**config.mk**
```make
export PLATFORM = sky130hd
export DESIGN_NAME = mandelbrot_escape_pixel_unit
export DESIGN_NICKNAME = d
export VERILOG_FILES = /design/src/mep_pkg.sv /design/src/mep_iter.sv /design/src/mandelbrot_escape_pixel_unit.sv
export SDC_FILE = /design/constraint.sdc
export NUM_CORES = 2
export LEC_CHECK = 0
export ABC_AREA = 1
export BUFFER_PORTS_ARGS = -buffer_cell sky130_fd_sc_hd__buf_4
export CORE_ASPECT_RATIO = 0.8
export CORE_MARGIN = 8
export CORE_UTILIZATION = 50
export DETAILED_ROUTE_END_ITERATION = 7
export GPL_TIMING_DRIVEN = 0
export PLACE_DENSITY = 0.66
export SLEW_MARGIN = 20
export SYNTH_ARGS = -nofsm -noshare
export SYNTH_HDL_FRONTEND = slang
export SYNTH_HIERARCHICAL = 1
export SYNTH_SLANG_ARGS = --single-unit
```
**constraint.sdc**
```tcl
create_clock -name clk -period 20.8 [get_ports clk]
set_input_delay 1.04 -clock clk [delete_from_list [all_inputs] [get_ports clk]]
set_output_delay 1.04 -clock clk [all_outputs]
set_load 0.05 [all_outputs]
```
**src/mep_pkg.sv**
```systemverilog
package mep_pkg;

    localparam int EDGE_W  = 32;
    localparam int STEP_W  = 31;
    localparam int LIMIT_W = 24;
    localparam int CFG_W   = 32;
    localparam int CFG_IDX_W = 2;
    localparam int OUT_W   = 48;
    localparam int COLOR_W = 8;

    localparam logic [CFG_IDX_W-1:0] REG_LEFT  = 2'd0;
    localparam logic [CFG_IDX_W-1:0] REG_TOP   = 2'd1;
    localparam logic [CFG_IDX_W-1:0] REG_STEP  = 2'd2;
    localparam logic [CFG_IDX_W-1:0] REG_LIMIT = 2'd3;

    localparam logic [EDGE_W-1:0]  RST_LEFT  = 32'hE000_0000;
    localparam logic [EDGE_W-1:0]  RST_TOP   = 32'h2000_0000;
    localparam logic [STEP_W-1:0]  RST_STEP  = 31'd262144;
    localparam logic [LIMIT_W-1:0] RST_LIMIT = 24'd4096;

    typedef struct packed {
        logic               start;
        logic [LIMIT_W-1:0] limit;
    } mep_ctl_t;

    typedef struct packed {
        logic               done;
        logic [LIMIT_W-1:0] count;
    } mep_status_t;

endpackage

```
**src/mep_iter.sv**
```systemverilog
module mep_iter
    import mep_pkg::*;
#(
    parameter int FRAC_BITS   = 28,
    parameter int COORD_WIDTH = 32
)
(
    input  logic                          clk,
    input  logic                          rst_n,
    input  mep_ctl_t                      ctl,
    input  logic signed [COORD_WIDTH-1:0] cx,
    input  logic signed [COORD_WIDTH-1:0] cy,
    output mep_status_t                   status
);

    localparam int CW  = COORD_WIDTH;
    localparam int PW  = 2 * CW;
    localparam int SW0 = (2 * FRAC_BITS + 3 > PW + 1) ? 2 * FRAC_BITS + 3 : PW + 1;
    localparam int SW  = (FRAC_BITS + CW + 1 > SW0) ? FRAC_BITS + CW + 1 : SW0;
    localparam logic [SW-1:0] FOUR = {{(SW-1){1'b0}}, 1'b1} << (2 * FRAC_BITS + 2);

    typedef enum logic [4:0] {
        E_IDLE  = 5'b00001,
        E_SQX   = 5'b00010,
        E_SQY   = 5'b00100,
        E_CROSS = 5'b01000,
        E_UPD   = 5'b10000
    } eng_state_t;

    eng_state_t state_reg, state_next;

    logic signed [CW-1:0] x_reg, y_reg;
    logic signed [PW-1:0] xx_reg, yy_reg, xy_reg;
    logic [LIMIT_W-1:0]   cnt_reg;

    logic signed [CW-1:0] mul_a, mul_b;
    logic signed [PW-1:0] mul_p;
    logic [SW-1:0]        mag;
    logic signed [SW-1:0] xx_w, yy_w, xy_w, diff, diff_sh, xy_sh;
    logic                 escape;
    logic                 at_limit;

    // shared multiplier
    always_comb
    begin
        case (state_reg)
            E_SQX:
            begin
                mul_a = x_reg;
                mul_b = x_reg;
            end
            E_SQY:
            begin
                mul_a = y_reg;
                mul_b = y_reg;
            end
            default:
            begin
                mul_a = x_reg;
                mul_b = y_reg;
            end
        endcase
    end

    assign mul_p = PW'(mul_a) * PW'(mul_b);

    assign xx_w    = SW'(xx_reg);
    assign yy_w    = SW'(yy_reg);
    assign xy_w    = SW'(xy_reg);
    assign mag     = SW'($unsigned(xx_reg)) + SW'($unsigned(yy_reg));
    assign escape  = !(mag < FOUR);
    assign diff    = xx_w - yy_w;
    assign diff_sh = diff >>> FRAC_BITS;
    assign xy_sh   = xy_w >>> (FRAC_BITS - 1);
    assign at_limit = (cnt_reg == ctl.limit);

    always_comb
    begin
        state_next = state_reg;
        case (state_reg)
            E_IDLE:  if (ctl.start) state_next = E_SQX;
            E_SQX:   state_next = at_limit ? E_IDLE : E_SQY;
            E_SQY:   state_next = E_CROSS;
            E_CROSS: state_next = escape ? E_IDLE : E_UPD;
            E_UPD:   state_next = E_SQX;
            default: state_next = E_IDLE;
        endcase
    end

    always_ff @(posedge clk or negedge rst_n)
    begin
        if (!rst_n)
        begin
            state_reg <= E_IDLE;
            cnt_reg   <= '0;
        end
        else
        begin
            state_reg <= state_next;
            if (state_reg == E_IDLE && ctl.start)
                cnt_reg <= '0;
            else if (state_reg == E_UPD)
                cnt_reg <= cnt_reg + LIMIT_W'(1);
        end
    end

    always_ff @(posedge clk)
    begin
        case (state_reg)
            E_IDLE:
            begin
                if (ctl.start)
                begin
                    x_reg <= '0;
                    y_reg <= '0;
                end
            end
            E_SQX:   xx_reg <= mul_p;
            E_SQY:   yy_reg <= mul_p;
            E_CROSS: xy_reg <= mul_p;
            E_UPD:
            begin
                x_reg <= diff_sh[CW-1:0] + cx;
                y_reg <= xy_sh[CW-1:0] + cy;
            end
            default: ;
        endcase
    end

    assign status.done  = (state_reg == E_SQX && at_limit) ||
                          (state_reg == E_CROSS && escape);
    assign status.count = cnt_reg;

endmodule

```
**src/mandelbrot_escape_pixel_unit.sv**
```systemverilog
// Channel | Dir | Signals                  | Payload
// s       | in  | s_tvalid/tready/tdata    | pixel_column, pixel_row
// m       | out | m_tvalid/tready/tdata/tuser | count, red, green, blue; inside_set
// cfg     | in  | cfg_we/cfg_index/cfg_data | left, top, step, limit registers
//
// A pixel ends when it escapes or runs to the iteration limit; each iteration
// makes three passes through the one shared multiplier plus an update step.
// Reset loads the default view and limit and empties the output register.
// A finished result waits in the output register; the next pixel is taken
// meanwhile and holds in the engine if the result is still not taken.
module mandelbrot_escape_pixel_unit
    import mep_pkg::*;
#(
    parameter int FRAC_BITS   = 28,
    parameter int COORD_WIDTH = 32,
    parameter int MAX_DIM     = 4096
)
(
    input  logic                   clk,
    input  logic                   rst_n,
    input  logic                   s_tvalid,
    output logic                   s_tready,
    input  logic [((2 * $clog2(MAX_DIM) + 7) / 8) * 8 - 1:0] s_tdata, // column, row
    output logic                   m_tvalid,
    input  logic                   m_tready,
    output logic [OUT_W-1:0]       m_tdata,  // iteration_count, red, green, blue
    output logic                   m_tuser,  // inside_set
    input  logic                   cfg_we,
    input  logic [CFG_IDX_W-1:0]   cfg_index,
    input  logic [CFG_W-1:0]       cfg_data
);

    localparam int CW    = COORD_WIDTH;
    localparam int DIM_W = $clog2(MAX_DIM);
    localparam int MW    = (DIM_W + STEP_W > CW) ? DIM_W + STEP_W : CW;
    localparam int EW    = (EDGE_W > CW) ? EDGE_W : CW;

    typedef enum logic [4:0] {
        ST_IDLE = 5'b00001,
        ST_MAPX = 5'b00010,
        ST_MAPY = 5'b00100,
        ST_RUN  = 5'b01000,
        ST_HOLD = 5'b10000
    } top_state_t;

    top_state_t state_reg, state_next;

    logic signed [EDGE_W-1:0] left_reg, top_reg;
    logic [STEP_W-1:0]        step_reg;
    logic [LIMIT_W-1:0]       limit_reg;

    logic [DIM_W-1:0]     col_reg, row_reg;
    logic signed [CW-1:0] cx_reg, cy_reg;

    logic                 m_tvalid_reg;
    logic [OUT_W-1:0]     m_tdata_reg;
    logic                 m_tuser_reg;

    logic [DIM_W-1:0]     map_sel;
    logic [MW-1:0]        map_p;
    logic signed [EW-1:0] left_ext, top_ext;
    logic                 can_load, load;
    logic                 in_set;
    logic [COLOR_W-1:0]   red, green, blue;

    mep_ctl_t    ctl;
    mep_status_t status;

    always_ff @(posedge clk or negedge rst_n)
    begin
        if (!rst_n)
        begin
            left_reg  <= RST_LEFT;
            top_reg   <= RST_TOP;
            step_reg  <= RST_STEP;
            limit_reg <= RST_LIMIT;
        end
        else if (cfg_we)
        begin
            case (cfg_index)
                REG_LEFT:  left_reg  <= cfg_data[EDGE_W-1:0];
                REG_TOP:   top_reg   <= cfg_data[EDGE_W-1:0];
                REG_STEP:  step_reg  <= cfg_data[STEP_W-1:0];
                REG_LIMIT: limit_reg <= cfg_data[LIMIT_W-1:0];
                default: ;
            endcase
        end
    end

    // pixel to point, one mapping multiplier used for column then row
    assign map_sel  = (state_reg == ST_MAPX) ? col_reg : row_reg;
    assign map_p    = MW'(map_sel) * MW'(step_reg);
    assign left_ext = EW'(left_reg);
    assign top_ext  = EW'(top_reg);

    assign can_load = !m_tvalid_reg || m_tready;
    assign load     = ((state_reg == ST_RUN && status.done) || state_reg == ST_HOLD)
                      && can_load;

    always_comb
    begin
        state_next = state_reg;
        case (state_reg)
            ST_IDLE: if (s_tvalid) state_next = ST_MAPX;
            ST_MAPX: state_next = ST_MAPY;
            ST_MAPY: state_next = ST_RUN;
            ST_RUN:
            begin
                if (status.done)
                    state_next = can_load ? ST_IDLE : ST_HOLD;
            end
            ST_HOLD: if (can_load) state_next = ST_IDLE;
            default: state_next = ST_IDLE;
        endcase
    end

    always_ff @(posedge clk or negedge rst_n)
    begin
        if (!rst_n)
        begin
            state_reg    <= ST_IDLE;
            m_tvalid_reg <= 1'b0;
        end
        else
        begin
            state_reg <= state_next;
            if (load)
                m_tvalid_reg <= 1'b1;
            else if (m_tready)
                m_tvalid_reg <= 1'b0;
        end
    end

    always_ff @(posedge clk)
    begin
        if (state_reg == ST_IDLE && s_tvalid)
        begin
            col_reg <= s_tdata[DIM_W-1:0];
            row_reg <= s_tdata[2*DIM_W-1:DIM_W];
        end
        if (state_reg == ST_MAPX)
            cx_reg <= left_ext[CW-1:0] + map_p[CW-1:0];
        if (state_reg == ST_MAPY)
            cy_reg <= top_ext[CW-1:0] - map_p[CW-1:0];
        if (load)
        begin
            m_tdata_reg <= {blue, green, red, status.count};
            m_tuser_reg <= in_set;
        end
    end

    assign in_set = (status.count == limit_reg);
    assign red    = in_set ? '0 : status.count[7:0];
    assign green  = in_set ? '0 : status.count[15:8];
    assign blue   = in_set ? '0 : status.count[23:16];

    assign ctl.start = (state_reg == ST_MAPY);
    assign ctl.limit = limit_reg;

    mep_iter #(
        .FRAC_BITS   (FRAC_BITS),
        .COORD_WIDTH (COORD_WIDTH)
    ) u_iter (
        .clk    (clk),
        .rst_n  (rst_n),
        .ctl    (ctl),
        .cx     (cx_reg),
        .cy     (cy_reg),
        .status (status)
    );

    assign s_tready = (state_reg == ST_IDLE);
    assign m_tvalid = m_tvalid_reg;
    assign m_tdata  = m_tdata_reg;
    assign m_tuser  = m_tuser_reg;

endmodule
```
==> flow_metrics.py <==
metrics = {
    "setup_path": {
        "cp.required_ns": 21.11,
        "rr_startpoint": "u_iter/state_reg[2]",
        "critPathMaxFanout": 10,
        "critPathKind": "reg2reg",
        "slowest_stage": "clkinv_1",
        "cpLargestDelayFamily": "adder cells",
        "endpoint_kind": "register",
        "ff2ff_path_depth": 31,
        "critPathBufInv": 11,
        "cp_data_arrival_time_ns": 12.51,
        "cp_common_cell": "fa_1",
        "cpPeakStageDelay_ns": 1.06,
        "critPathLaunchType": "register",
        "rrSetupSlack_ns": 8.60,
        "reg2reg_to": "u_iter/yy_reg[63]",
    },
    "grt": {
        "gr-total-overflow": 0,
        "grt_max_degree": 91,
        "met3_usage_pct": 13.3,
        "use_met1_pct": 49.3,
        "globalRouteTotalUtil_pct": 34.1,
        "grt_pass1_wl_um": 430000,
        "antenna_found_initial": 17,
        "grt_pass1_vias": 66600,
        "grt_use_met2_pct": 46.2,
        "top_usage_layer": "met1",
    },
    "cts": {
        "clockBufferDepth": 3,
        "clock_latency_ns": 0.70,
        "postCtsSetupRepairBufs": 0,
        "htreeDepth": 2,
        "cts_sinks": 515,
        "clkSlewWorstSetupHoldPaths_ns": 0.07,
        "cts-buffers-inserted": 56,
        "cts_tree": "done",
        "cts-root-buf": "clkbuf_16",
        "holdBufCountCts": 0,
        "cts_repair_resize_count": 0,
    },
    "detailed_routing": {
        "drc_errors": 0,
        "totalWireLength_um": 290000,
        "via_count": 66500,
        "drtIter0Drc": 7535,
        "wl_per_cell_um": 24.7,
        "vias_per_cell": 5.67,
        "drt_first_pass_iters": 8,
        "drtAntennaViolNets": 0,
    },
    "worst_hold_path": {
        "hp-class": "in2async",
    },
    "timing": {
        "slew_viol_final": 0,
        "max_freq_mhz": 82.0,
        "fin_crit_sh_pct": 58.7,
        "max_slew_margin_pct": 13.1,
        "tightestPinTransition_ns": 1.29,
        "setup_ws_ns": 8.60,
        "grt_setup_unrepaired": "no",
        "layout_min_cycle_time_ns": 12.20,
        "hold_viol": 0,
        "fin_setup_tns_ns": 0,
        "fin_skew_ns": 0.0780,
        "setup_viol": 0,
    },
    "final_layout": {
        "layout_common_cells": "inv_1, nand2_1, fa_1",
        "post-route-util_pct": 54.1,
        "syn_to_final_growth_pct": 7.29,
        "final_common_cell": "inv_1",
        "drive_above_1_share_pct": 4.79,
        "finalInstanceArea_um2": 83900,
        "fillers": 14600,
        "nets": 11500,
    },
    "placement": {
        "hpwl_um": 249000,
        "place_area_um2": 81900,
        "gp_congestion": 1.06,
        "port_buffers": 113,
        "place_ws_ns": 9.10,
    },
    "floorplan": {
        "dieWidth_um": 458,
        "num_rows": 129,
        "core_area_um2": 155000,
        "die_h_um": 370,
        "initial_utilization_pct": 50.5,
        "die-area_um2": 169000,
        "ioPinCount": 114,
    },
    "logic_synthesis": {
        "ys_ff_latch": 515,
        "avgSynthCellArea_um2": 8.29,
        "synthTopCellsByArea": "fa_1, edfxtp_1, inv_1",
        "synth-seq-area-share_pct": 18.8,
        "synth_area_um2": 78200,
        "synth.top_cell.area_share_pct": 33.9,
        "yosysWarningCount": 6,
        "syn_inst": 9427,
        "syn_nets": 11300,
        "synth_top_cell_by_area": "fa_1",
        "ys_types": 62,
    },
    "job": {
        "drv_cap": 0,
    },
    "status": {
        "outcome": "finished, final reports clean",
    },
}
[cell usage after synthesis, drive strengths merged]
library cell / instances
buf: 101
or2: 8
o21ai: 446
a21o: 34
dfrtp: 146
and3: 9
nand2: 1898
a31oi: 41
a21oi: 452
and2: 4
a221oi: 9
clkinv: 7
inv: 2111
clkbuf: 173
o31ai: 2
fa: 1325
a31o: 3
a21boi: 18
o311ai: 2
nand4: 53
nand3b: 11
nor3b: 4
o2111ai: 4
xnor2: 95
o211ai: 9
o221a: 2
o211a: 3
ha: 480
a2bb2oi: 1
dfstp: 8
edfxtp: 361
a32oi: 1
nor3: 69
o21a: 31
a2111oi: 1
xor2: 131
a211oi: 4
nor2: 1091
o21bai: 53
o221ai: 7
o41ai: 1
nand3: 188
nor4: 30
[layout make-up]
class	count	area, um^2	share of cell area, %
repair buffers	136	1120	1.33
diodes	14	35.0	0.0418
clock inverters	32	337	0.401
multi-input cells	6520	54500	64.9
clock buffers	74	1540	1.84
inverters	2118	7950	9.48
flip-flops and latches	515	14700	17.5
plain buffers	274	1180	1.41
well taps	2030	2540	3.03
[cells by family after synthesis]
| family | count (synthesis) | synth area share [%] |
|---|---|---|
| AND/OR/NAND/NOR | 3365 | 17.2 |
| buffers and inverters | 2392 | 11.7 |
| AO/OA/AOI/OAI | 1124 | 8.20 |
| XOR/XNOR | 226 | 2.53 |
| flip-flops | 515 | 18.8 |
| adder cells (fa/ha/maj) | 1805 | 41.6 |
[worst max-delay path by stage]
stage	start	endpoint	slack [ns]	cells past startpoint
after CTS	u_iter/state_reg[2]	u_iter/yy_reg[63]	9.04	31
final	u_iter/state_reg[2]	u_iter/yy_reg[63]	8.60	31
after global routing	u_iter/state_reg[2]	u_iter/yy_reg[63]	8.49	31
after floorplan	u_iter/state_reg[1]	u_iter/xx_reg[55]	10.42	29
after detailed placement	u_iter/state_reg[2]	u_iter/xx_reg[63]	9.10	31
after global placement	u_iter/state_reg[1]	u_iter/xx_reg[55]	5.26	29
[through the flow]
| step | hold WS, ns | cells |
|---|---|---|
| 5_1_grt | 0.308 | 11700 |
| 6_report | 0.290 | 11700 |
| 3_3_place_gp | 0.469 | 11600 |
| 2_1_floorplan | 0.453 | 9427 |
| 4_1_cts | 0.272 | 11700 |
| 3_5_place_dp | 0.475 | 11600 |
[per-layer routing]
layer / part of all wire (%) / vias up
met5: 0.049 / -
met4: 4.4 / 16
met3: 14 / 550
met2: 39 / 3584
met1: 42 / 33300
li1: - / 29000
Power is left out: the tool's default activity adds up to more than one toggle a clock period on the data nets, which glitch-free logic cannot reach.
